[config.mk]
export PLATFORM = sky130hd
export DESIGN_NAME = rtcm3_frame_deframer_top
export DESIGN_NICKNAME = d
export VERILOG_FILES = /design/src/design/rtcm3_pkg.sv /design/src/design/rtcm3_in_reg.sv /design/src/design/rtcm3_parser.sv /design/src/design/rtcm3_out_reg.sv /design/src/design/rtcm3_frame_deframer_top.sv
export SDC_FILE = /design/constraint.sdc
export NUM_CORES = 1
export LEC_CHECK = 0
export ABC_AREA = 1
export BUFFER_PORTS_ARGS = -buffer_cell sky130_fd_sc_hd__buf_2
export CORE_UTILIZATION = 66
export CTS_CLUSTER_DIAMETER = 80
export DETAILED_ROUTE_END_ITERATION = 10
export PLACE_DENSITY = 0.84
export SETUP_SLACK_MARGIN = 0.1
export SYNTH_ARGS = -nofsm -noshare
export SYNTH_HDL_FRONTEND = slang
export SYNTH_SLANG_ARGS = --single-unit
export TNS_END_PERCENT = 100
[constraint.sdc]
create_clock -name clock -period 8.7 [get_ports clock]
set_input_delay 0 -clock clock [delete_from_list [all_inputs] [get_ports clock]]
set_output_delay 0 -clock clock [all_outputs]
set_load 0.1 [all_outputs]
[src/design/rtcm3_pkg.sv]
// Shared types and constants for the RTCM3 frame deframer.
// No dependencies; used by the parser, the output register and the top level.
`default_nettype none

package rtcm3_pkg;

   localparam int unsigned SHOW_WIDTH = 32;

   localparam logic [7:0]  PREAMBLE      = 8'hD3;
   localparam logic [24:0] CRC_POLY      = 25'h1864CFB;
   localparam logic [9:0]  CRC_BYTES     = 10'd3;

   typedef struct packed {
      logic [7:0]            frame_byte;
      logic                  first_of_frame;
      logic                  last_of_frame;
      logic                  crc_good;
      logic [SHOW_WIDTH-1:0] good_frames;
      logic [SHOW_WIDTH-1:0] bad_frames;
   } rsp_type;

endpackage

`default_nettype wire

[src/design/rtcm3_in_reg.sv]
// Input register stage for the RTCM3 deframer.
// Holds one received byte until the parser can take it; no package use.
`default_nettype none

module rtcm3_in_reg (
   input  wire logic       clock,
   input  wire logic       reset,
   input  wire logic       req_valid,
   output logic            req_stall,
   input  wire logic [7:0] req_data_byte,
   input  wire logic       advance,
   output logic            held_valid,
   output logic [7:0]      held_byte
);

   logic       valid_ff;
   logic       valid_in;
   logic [7:0] byte_ff;
   logic       load;

   assign load      = !valid_ff || advance;
   assign req_stall = !load;
   assign valid_in  = load ? req_valid : valid_ff;

   always_ff @(posedge clock) begin
      if (reset) begin
         valid_ff <= 1'b0;
      end else begin
         valid_ff <= valid_in;
      end
   end

   always_ff @(posedge clock) begin
      if (load) begin
         byte_ff <= req_data_byte;
      end
   end

   assign held_valid = valid_ff;
   assign held_byte  = byte_ff;

endmodule

`default_nettype wire

[src/design/rtcm3_parser.sv]
// Frame parser: phase machine, length counter, CRC-24Q and frame counters.
// Depends on rtcm3_pkg for constants and the result struct.
`default_nettype none

module rtcm3_parser #(
   parameter int unsigned COUNT_WIDTH = 32
) (
   input  wire logic       clock,
   input  wire logic       reset,
   input  wire logic       fire,
   input  wire logic [7:0] data_byte,
   output logic            emit,
   output rtcm3_pkg::rsp_type rsp
);

   typedef enum logic [4:0] {
      PH_HUNT    = 5'b00001,
      PH_HDR1    = 5'b00010,
      PH_HDR2    = 5'b00100,
      PH_PAYLOAD = 5'b01000,
      PH_CRC     = 5'b10000
   } phase_type;

   function automatic logic [23:0] crc_byte(input logic [23:0] crc, input logic [7:0] b);
      logic [24:0] c;
      c = {1'b0, crc ^ {b, 16'h0000}};
      for (int i = 0; i < 8; i++) begin
         c = {c[23:0], 1'b0};
         if (c[24]) begin
            c = c ^ rtcm3_pkg::CRC_POLY;
         end
      end
      return c[23:0];
   endfunction

   phase_type              phase_ff, phase_in;
   logic [1:0]             len_hi_ff, len_hi_in;
   logic [9:0]             remain_ff, remain_in;
   logic [23:0]            crc_ff, crc_in;
   logic [23:0]            rcv_ff, rcv_in;
   logic [COUNT_WIDTH-1:0] good_ff, good_in;
   logic [COUNT_WIDTH-1:0] bad_ff, bad_in;
   logic [9:0]             length;
   logic [9:0]             remain_dec;
   logic [23:0]            crc_step;
   logic                   first, last, good;
   logic [rtcm3_pkg::SHOW_WIDTH-1:0] good_show, bad_show;

   assign length     = {len_hi_ff, data_byte};
   assign remain_dec = remain_ff - 10'd1;
   assign crc_step   = crc_byte((phase_ff == PH_HUNT) ? 24'h000000 : crc_ff, data_byte);

   always_comb begin
      phase_in  = phase_ff;
      len_hi_in = len_hi_ff;
      remain_in = remain_ff;
      crc_in    = crc_ff;
      rcv_in    = rcv_ff;
      good_in   = good_ff;
      bad_in    = bad_ff;
      emit      = 1'b1;
      first     = 1'b0;
      last      = 1'b0;
      good      = 1'b0;
      case (phase_ff)
         PH_HUNT: begin
            if (data_byte == rtcm3_pkg::PREAMBLE) begin
               crc_in   = crc_step;
               rcv_in   = 24'h000000;
               first    = 1'b1;
               phase_in = PH_HDR1;
            end else begin
               emit = 1'b0;
            end
         end
         PH_HDR1: begin
            crc_in    = crc_step;
            len_hi_in = data_byte[1:0];
            phase_in  = PH_HDR2;
         end
         PH_HDR2: begin
            crc_in = crc_step;
            if (length == 10'd0) begin
               remain_in = rtcm3_pkg::CRC_BYTES;
               phase_in  = PH_CRC;
            end else begin
               remain_in = length;
               phase_in  = PH_PAYLOAD;
            end
         end
         PH_PAYLOAD: begin
            crc_in    = crc_step;
            remain_in = remain_dec;
            if (remain_dec == 10'd0) begin
               remain_in = rtcm3_pkg::CRC_BYTES;
               phase_in  = PH_CRC;
            end
         end
         PH_CRC: begin
            rcv_in    = {rcv_ff[15:0], data_byte};
            remain_in = remain_dec;
            if (remain_dec == 10'd0) begin
               last     = 1'b1;
               phase_in = PH_HUNT;
               if (rcv_in == crc_ff) begin
                  good    = 1'b1;
                  good_in = good_ff + COUNT_WIDTH'(1);
               end else begin
                  bad_in = bad_ff + COUNT_WIDTH'(1);
               end
            end
         end
         default: begin
            emit     = 1'b0;
            phase_in = PH_HUNT;
         end
      endcase
   end

   always_ff @(posedge clock) begin
      if (reset) begin
         phase_ff  <= PH_HUNT;
         len_hi_ff <= 2'd0;
         remain_ff <= 10'd0;
         crc_ff    <= 24'h000000;
         rcv_ff    <= 24'h000000;
         good_ff   <= '0;
         bad_ff    <= '0;
      end else if (fire) begin
         phase_ff  <= phase_in;
         len_hi_ff <= len_hi_in;
         remain_ff <= remain_in;
         crc_ff    <= crc_in;
         rcv_ff    <= rcv_in;
         good_ff   <= good_in;
         bad_ff    <= bad_in;
      end
   end

   generate
      if (COUNT_WIDTH >= rtcm3_pkg::SHOW_WIDTH) begin : g_wide
         assign good_show = good_in[rtcm3_pkg::SHOW_WIDTH-1:0];
         assign bad_show  = bad_in[rtcm3_pkg::SHOW_WIDTH-1:0];
      end else begin : g_narrow
         assign good_show = {{(rtcm3_pkg::SHOW_WIDTH-COUNT_WIDTH){1'b0}}, good_in};
         assign bad_show  = {{(rtcm3_pkg::SHOW_WIDTH-COUNT_WIDTH){1'b0}}, bad_in};
      end
   endgenerate

   always_comb begin
      rsp.frame_byte     = data_byte;
      rsp.first_of_frame = first;
      rsp.last_of_frame  = last;
      rsp.crc_good       = good;
      rsp.good_frames    = good_show;
      rsp.bad_frames     = bad_show;
   end

endmodule

`default_nettype wire

[src/design/rtcm3_out_reg.sv]
// Result register for the RTCM3 deframer.
// Depends on rtcm3_pkg for the result struct.
`default_nettype none

module rtcm3_out_reg (
   input  wire logic              clock,
   input  wire logic              reset,
   input  wire logic              load,
   input  wire rtcm3_pkg::rsp_type rsp_next,
   input  wire logic              rsp_stall,
   output logic                   rsp_valid,
   output rtcm3_pkg::rsp_type     rsp,
   output logic                   can_load
);

   logic               valid_ff, valid_in;
   rtcm3_pkg::rsp_type rsp_ff;

   assign can_load = !valid_ff || !rsp_stall;
   assign valid_in = can_load ? load : valid_ff;

   always_ff @(posedge clock) begin
      if (reset) begin
         valid_ff <= 1'b0;
      end else begin
         valid_ff <= valid_in;
      end
   end

   always_ff @(posedge clock) begin
      if (can_load && load) begin
         rsp_ff <= rsp_next;
      end
   end

   assign rsp_valid = valid_ff;
   assign rsp       = rsp_ff;

endmodule

`default_nettype wire

[src/design/rtcm3_frame_deframer_top.sv]
// Top level of the RTCM3 frame deframer with CRC-24Q check.
// Instantiates rtcm3_in_reg, rtcm3_parser and rtcm3_out_reg; uses rtcm3_pkg.
//
// Input channel (req_*): one raw stream byte per transfer. Bytes outside a
// frame other than the 0xD3 preamble are consumed and produce nothing.
// Result channel (rsp_*): every frame byte from preamble to last CRC byte,
// with first/last marks. On the last byte crc_good gives the verdict and
// the good/bad counters already include this frame. Bad frames are still
// streamed; the receiver drops them.
// Path: each input byte is held in the input register, then its result in
// the result register. Throughput: one byte per cycle, sustained while
// rsp_stall is low; the parser and byte-wide CRC network sit between them.
// Stall: when rsp_stall holds a full result register, the parser stops and
// req_stall rises once the input register is full; nothing is lost.
// Reset: synchronous; clears both valid flags, returns to preamble hunt and
// zeroes the CRC state and both frame counters.
`default_nettype none

module rtcm3_frame_deframer_top #(
   parameter int unsigned COUNT_WIDTH = 32
) (
   input  wire logic        clock,
   input  wire logic        reset,
   input  wire logic        req_valid,
   output logic             req_stall,
   input  wire logic [7:0]  req_data_byte,
   output logic             rsp_valid,
   input  wire logic        rsp_stall,
   output logic [7:0]       rsp_frame_byte,
   output logic             rsp_first_of_frame,
   output logic             rsp_last_of_frame,
   output logic             rsp_crc_good,
   output logic [31:0]      rsp_good_frames,
   output logic [31:0]      rsp_bad_frames
);

   logic               held_valid;
   logic [7:0]         held_byte;
   logic               can_load;
   logic               fire;
   logic               emit;
   rtcm3_pkg::rsp_type rsp_next;
   rtcm3_pkg::rsp_type rsp_q;

   assign fire = held_valid && can_load;

   rtcm3_in_reg u_in_reg (
      .clock         (clock),
      .reset         (reset),
      .req_valid     (req_valid),
      .req_stall     (req_stall),
      .req_data_byte (req_data_byte),
      .advance       (can_load),
      .held_valid    (held_valid),
      .held_byte     (held_byte)
   );

   rtcm3_parser #(
      .COUNT_WIDTH (COUNT_WIDTH)
   ) u_parser (
      .clock     (clock),
      .reset     (reset),
      .fire      (fire),
      .data_byte (held_byte),
      .emit      (emit),
      .rsp       (rsp_next)
   );

   rtcm3_out_reg u_out_reg (
      .clock     (clock),
      .reset     (reset),
      .load      (fire && emit),
      .rsp_next  (rsp_next),
      .rsp_stall (rsp_stall),
      .rsp_valid (rsp_valid),
      .rsp       (rsp_q),
      .can_load  (can_load)
   );

   assign rsp_frame_byte     = rsp_q.frame_byte;
   assign rsp_first_of_frame = rsp_q.first_of_frame;
   assign rsp_last_of_frame  = rsp_q.last_of_frame;
   assign rsp_crc_good       = rsp_q.crc_good;
   assign rsp_good_frames    = rsp_q.good_frames;
   assign rsp_bad_frames     = rsp_q.bad_frames;

   a_first_not_last: assert property (@(posedge clock) disable iff (reset)
      rsp_valid && rsp_first_of_frame |-> !rsp_last_of_frame)
      else $error("frame opens and closes on the same byte");

   a_good_on_last: assert property (@(posedge clock) disable iff (reset)
      rsp_valid && rsp_crc_good |-> rsp_last_of_frame)
      else $error("crc verdict outside last byte");

   a_stall_cause: assert property (@(posedge clock) disable iff (reset)
      req_stall |-> rsp_valid && rsp_stall)
      else $error("input stalled without output backpressure");

   a_reset_empty: assert property (@(posedge clock)
      $past(reset) |-> !rsp_valid && !req_stall)
      else $error("pipeline not empty after reset");

endmodule

`default_nettype wire
# Word level (Yosys, flattened, before mapping)
# Index checks and enable logic that the tools add are counted.
[word_totals]
regBits = 206
[classes]
mux = 31
n_eq_ne = 10
reduce_logical = 22
addsub = 3
n_bitwise = 9
[op_table]
columns = ["operator", "n"]
rows = [
  ["24-bit 2-to-1 mux", 10],
  ["32-bit 2-to-1 mux", 6],
  ["13-bit inverter", 8],
  ["32-bit by 1-bit adder with 32-bit output, second input constant", 2],
  ["24-bit one-hot mux with 2 select lines", 1],
  ["16-bit one-hot mux with 2 select lines", 1],
  ["10-bit one-hot mux with 3 select lines", 1],
  ["5-bit one-hot mux with 5 select lines", 1],
  ["24-bit equality test", 1],
  ["24-bit XOR", 1],
  ["10-bit zero test", 2],
  ["10-bit 2-to-1 mux", 2],
  ["5-bit 2-to-1 mux", 4],
  ["16-bit 2-to-1 mux", 1],
  ["10-bit by 1-bit subtractor with 10-bit output, second input constant", 1],
  ["8-bit equality test, second input constant", 1],
  ["2-bit AND reduction", 3],
  ["3-bit AND reduction", 2],
  ["5-bit by 1-bit equality test with 1-bit output, second input constant", 1],
  ["5-bit by 2-bit equality test with 1-bit output, second input constant", 1],
  ["5-bit by 3-bit equality test with 1-bit output, second input constant", 1],
  ["5-bit by 4-bit equality test with 1-bit output, second input constant", 1],
  ["5-bit equality test, second input constant", 1],
  ["1-bit zero test", 4],
  ["11 further kinds", 18],
]

# Depth between registers and ports, before layout
[depth]
word_depth = 21
mapped_depth = 20
depth_no_buf = 20

# Hierarchy
# A second synthesis with hierarchy kept.
[hier_totals]
cells_unflattened = 1447
hier_area_um2 = 11202.0
[by_module_without_submodules]
columns = ["module", "seq_area_each_um2", "instances", "cells_each", "area_each_um2"]
rows = [
  ["rtcm3_parser", 2422.3, 1, 1349, 8602.0],
  ["rtcm3_out_reg", 2272.2, 1, 80, 2296.0],
  ["rtcm3_in_reg", 260.2, 1, 14, 286.5],
  ["rtcm3_frame_deframer_top", 0.0, 1, 4, 17.5],
]

# Worst setup path before layout
# OpenSTA, ideal clock, no wires.
[synth_path]
path_type = "reg2reg"
from = "register u_out_reg.valid_ff, in the netlist u_out_reg.rsp_valid"
to = "register u_out_reg.rsp_ff (netlist bit u_out_reg.rsp[0]), enable pin"
stages_incl_launch_ff = 7
arrival_time_ps = 3224
path_buffers = 1
synth_period_minus_slack_ps = 3988
setup_time_ps = 764
slack_ps = 4712
path_cell_list = "dfxtp_1 -> nand2_1 -> nand2_1 -> inv_1 -> o21ai_1 -> clkbuf_1 -> nand2_1"
[synth_between]
elab_chain_len = 5
[synth_rtl]
columns = ["item", "line_no", "text"]
rows = [
  ["start: declaration", "rtcm3_out_reg.sv:16", "logic valid_ff, valid_in;"],
  ["start signal: assignment", "rtcm3_out_reg.sv:26", "valid_ff <= valid_in;"],
  ["1-bit zero test (*)", "rtcm3_out_reg.sv:19", "assign can_load = !valid_ff || !rsp_stall;"],
  ["1-bit logical OR (*)", "rtcm3_out_reg.sv:19", ""],
  ["1-bit logical AND", "rtcm3_frame_deframer_top.sv:45", "assign fire = held_valid && can_load;"],
  ["1-bit logical AND", "rtcm3_frame_deframer_top.sv:72", ".load (fire && emit),"],
  ["1-bit logical AND (*)", "rtcm3_out_reg.sv:31", "if (can_load && load) begin"],
  ["end signal: assignment", "rtcm3_out_reg.sv:32", "rsp_ff <= rsp_next;"],
  ["end: declaration", "rtcm3_out_reg.sv:17", "rtcm3_pkg::rsp_type rsp_ff;"],
]
# Mark *: on every way between the ends. The rest lies on a longest branch, timed or not.
# A chain may end at the register's enable or synchronous reset.

==> load_flow_metrics.sql <==
INSERT INTO impl_metrics (metric_group, metric, value, unit) VALUES
('worst_setup_path', 'worst-path-max-fanout', '76', ''),
('worst_setup_path', 'worst-endpoint-required', '8.94', 'ns'),
('worst_setup_path', 'worst_path_most_repeated_cell', 'sky130_fd_sc_hd__nand2_1', ''),
('placed_design', 'hpwlAfterDp', '21.1', 'mm'),
('sta', 'timing.slew.headroom', '0.177', ''),
('placed_design', 'preCtsSetupSlack', '4.95', 'ns'),
('sta', 'slew_viol_final', '0', ''),
('synthesis', 'synth_ff_type', 'sky130_fd_sc_hd__dfxtp_1', ''),
('placed_design', 'place.gp.congestion', '0.994', ''),
('synthesis', 'synth_enable_flop_cells', '83', ''),
('run_status', 'outcome', 'finished clean', ''),
('die', 'initial_utilization', '0.674', ''),
('job', 'drv.max_cap_violation_count', '0', ''),
('sta', 'final.period_utilization', '0.439', ''),
('sta', 'hold_fails_final_rpt', '0', ''),
('worst_setup_path', 'slowest_stage_cell_cp', 'sky130_fd_sc_hd__buf_4', ''),
('clock_network', 'count_of_cells_resized_by_post_cts_repair', '0', ''),
('sta', 'final-setup-viol-count', '0', ''),
('routing', 'drc', '0', ''),
('worst_setup_path', 'critical_path.top_delay_family', 'simple AND/OR/NAND/NOR gates', ''),
('routing', 'routed-via-count', '11953', ''),
('pwr', 'pwr_density_cell', '159', 'mW/mm2'),
('hold_path', 'hp-class', 'primary input to flip-flop', ''),
('layout', 'fillers', '1482', ''),
('global_route', 'global_route_wire_length_before_repair', '52.1', 'mm'),
('routing', 'routedWlPerCell', '15.4', 'um'),
('global_route', 'remaining_overflow_grt', '0', ''),
('sta', 'final.hold.worst_slack', '0.186', 'ns'),
('global_route', 'track_usage', '0.328', ''),
('clock_network', 'cts_htree_levels', '1', ''),
('clock_network', 'clk_lat_worst_skew', '0.52', 'ns'),
('synthesis', 'synthesis.area_per_instance', '7.00', 'um2'),
('synthesis', 'synth.ff_latch_count', '206', ''),
('routing', 'postRouteAntennaNets', '0', ''),
('sta', 'rsz0062_at_grt', 'no', ''),
('synthesis', 'synth-async-reset-ratio', '0', ''),
('pwr', 'max-vdd-ir-drop', '0.147', 'mV'),
('routing', 'detail_route.wirelength', '32.3', 'mm'),
('sta', 'layout_min_cycle_time', '3.82', 'ns'),
('sta', 'clock-skew-final', '0.0227', 'ns'),
('clock_network', 'cts_tree', 'done', ''),
('worst_setup_path', 'worstPathArrival', '4.06', 'ns'),
('sta', 'setup_tns', '0', 'ns'),
('layout', 'layout-drive-gt1-share', '0.0958', ''),
('clock_network', 'clock-sinks', '206', ''),
('die', 'die_height', '140', 'um'),
('routing', 'detail_route.iter0.violations', '1267', ''),
('synthesis', 'synth_area', '0.0126', 'mm2'),
('layout', 'synthToLayoutAreaGrowth', '9.75', '%'),
('worst_setup_path', 'cp-end-kind', 'flip-flop', ''),
('worst_setup_path', 'worst_setup_path_start_kind', 'flip-flop', ''),
('worst_setup_path', 'max_stage_delay', '0.65', 'ns'),
('die', 'floorplan.die_area', '0.0197', 'mm2'),
('die', 'chipWidth', '140', 'um'),
('pwr', 'p_leak', '6.01', 'nW'),
('global_route', 'grt_pass1_vias', '10652', ''),
('layout', 'final_net_count', '1867', ''),
('worst_setup_path', 'timing.critical_path.buf_inv', '4', ''),
('clock_network', 'clk_pin_slew_worst_paths', '0.06', 'ns'),
('synthesis', 'synth.net_count', '1818', ''),
('synthesis', 'synth_sequential_area_ratio', '0.393', ''),
('routing', 'first_pass_iters', '8', ''),
('die', 'placementRows', '50', ''),
('worst_setup_path', 'crit-reg2reg-launch', 'u_parser.remain_ff[0]$_SDFFE_PP0P_', ''),
('clock_network', 'numCtsBuffers', '23', ''),
('die', 'fp.coreArea', '0.0187', 'mm2'),
('sta', 'timing.final.ws_setup', '4.88', 'ns'),
('sta', 'worst-slew-pin-transition', '1.23', 'ns'),
('clock_network', 'cts-root-to-sink-buffers', '3', ''),
('clock_network', 'cts-root-buf', 'sky130_fd_sc_hd__clkbuf_16', ''),
('global_route', 'grt_start_max_net_pins', '104', '');
==> worst paths after layout <==
check             slack (ns)                               end  cells past startpoint
setup reg to reg        4.88       u_out_reg.rsp[55]$_DFFE_PP_                     14
setup / recovery        4.88       u_out_reg.rsp[55]$_DFFE_PP_                     14
hold reg to reg         0.48  u_parser.rcv_ff[13]$_SDFFE_PP0P_                      2
hold / removal          0.19   u_in_reg.held_byte[7]$_DFFE_PN_                      2
==> synthesized netlist by cell type (2+ instances only) <==
cell type	n	area, um2
sky130_fd_sc_hd__or2_1	5	31.3
sky130_fd_sc_hd__a211oi_1	2	15.0
sky130_fd_sc_hd__xor2_1	92	806
sky130_fd_sc_hd__a31oi_1	3	18.8
sky130_fd_sc_hd__nor4_1	16	100
sky130_fd_sc_hd__ha_1	4	50.1
sky130_fd_sc_hd__nand3_1	70	350
sky130_fd_sc_hd__nor3_1	45	225
sky130_fd_sc_hd__nand4_1	13	81.3
sky130_fd_sc_hd__nand2_2	18	113
sky130_fd_sc_hd__a41oi_1	2	17.5
sky130_fd_sc_hd__inv_2	6	22.5
sky130_fd_sc_hd__edfxtp_1	83	2490
sky130_fd_sc_hd__nor2_1	82	308
sky130_fd_sc_hd__or2_2	5	31.3
sky130_fd_sc_hd__dfxtp_1	123	2460
sky130_fd_sc_hd__clkinv_1	3	11.3
sky130_fd_sc_hd__xor2_2	5	81.3
sky130_fd_sc_hd__nand2_1	586	2200
sky130_fd_sc_hd__nor3b_1	3	22.5
sky130_fd_sc_hd__buf_6	7	78.8
sky130_fd_sc_hd__nand3b_1	6	45.0
sky130_fd_sc_hd__buf_2	11	55.1
sky130_fd_sc_hd__o21ai_0	135	676
sky130_fd_sc_hd__a21oi_1	117	586
sky130_fd_sc_hd__o21ai_1	15	75.1
sky130_fd_sc_hd__clkbuf_1	56	210
sky130_fd_sc_hd__xnor2_1	13	114
sky130_fd_sc_hd__inv_1	203	762
sky130_fd_sc_hd__nor2_2	5	31.3
sky130_fd_sc_hd__o211ai_1	44	330
sky130_fd_sc_hd__nand3_2	8	80.1
sky130_fd_sc_hd__buf_1	7	26.3
==> through the flow <==
step,cells,instance area [um2],total power [mW],utilization
after floorplan,1802,12600,1.25,-
after global placement,2049,13000,1.29,0.697
after detailed placement,2049,13000,1.30,0.697
after CTS,2102,13800,2.20,0.740
after global routing,2102,13800,2.27,0.740
final,2102,13800,2.20,0.740
==> sequential cells by signal, summed over array words and instances, names as in the netlist <==
signal,count
u_out_reg.rsp,75
u_parser.bad_ff,32
u_parser.good_ff,32
u_parser.crc_ff,24
u_parser.rcv_ff,16
u_parser.remain_ff,10
u_in_reg.held_byte,8
u_parser.phase_ff,5
u_parser.len_hi_ff,2
u_in_reg.held_valid,1
u_out_reg.rsp_valid,1
==> cell usage in the layout (no fill, tap or decap), types with 6 or more instances in the layout <==
master,Yosys,layout
sky130_fd_sc_hd__nand2_1,586,583
sky130_fd_sc_hd__inv_1,203,201
sky130_fd_sc_hd__o21ai_0,135,135
sky130_fd_sc_hd__dfxtp_1,123,123
sky130_fd_sc_hd__a21oi_1,117,117
sky130_fd_sc_hd__xor2_1,92,92
sky130_fd_sc_hd__buf_2,11,87
sky130_fd_sc_hd__edfxtp_1,83,83
sky130_fd_sc_hd__nor2_1,82,82
sky130_fd_sc_hd__nand3_1,70,70
sky130_fd_sc_hd__nor3_1,45,45
sky130_fd_sc_hd__o211ai_1,44,44
sky130_fd_sc_hd__clkbuf_16,0,23
sky130_fd_sc_hd__nand2_2,18,20
sky130_fd_sc_hd__nor4_1,16,16
sky130_fd_sc_hd__o21ai_1,15,14
sky130_fd_sc_hd__nand4_1,13,13
sky130_fd_sc_hd__xnor2_1,13,13
sky130_fd_sc_hd__clkbuf_1,56,12
sky130_fd_sc_hd__dlygate4sd3_1,0,11
sky130_fd_sc_hd__nand3_2,8,8
sky130_fd_sc_hd__inv_2,6,7
sky130_fd_sc_hd__buf_4,0,7
sky130_fd_sc_hd__nand3b_1,6,6
==> power breakdown <==
group | total (mW) | leakage [nW] | switching [mW] | internal (mW)
sequential | 1.06 | 1.78 | 0.0305 | 1.03
clock | 0.915 | 0.334 | 0.385 | 0.529
combinational | 0.227 | 3.89 | 0.147 | 0.0802
total | 2.20 | 6.01 | 0.563 | 1.64
==> layout make-up <==
type | count | area, um2 | area share
Inverter | 212 | 798 | 0.0577
Clock inverter | 6 | 56.3 | 0.00407
Clock buffer | 36 | 634 | 0.0458
Tap cell | 234 | 293 | 0.0211
Timing Repair Buffer | 105 | 598 | 0.0432
Multi-Input combinational cell | 1303 | 6510 | 0.470
Sequential cell | 206 | 4950 | 0.358
==> per-layer routing <==
metal	track usage	part of all wire	vias up
li1	-	-	5947
met5	0	0	-
met1	0.423	0.42	5458
met3	0.0424	0.070	73
met2	0.557	0.48	475
met4	0.134	0.031	0
==> kinds of logic (layout without fill, tap and decap cells) <==
logic type | after synthesis | after routing | synth area share
buffers and inverters | 293 | 359 | 0.0925
flip-flops | 206 | 206 | 0.393
XOR/XNOR | 111 | 111 | 0.0815
AND/OR/NAND/NOR | 866 | 866 | 0.290
adder cells (fa/ha/maj) | 4 | 4 | 0.00397
AO/OA/AOI/OAI | 322 | 322 | 0.139
==> timing repair <==
item | in CTS | in global routing
endpoints found under the hold margin | 10 | 0
setup buffers | 0 | 0
hold buffers | 11 | 0
Note: power is estimated with default switching activity, not from simulation.
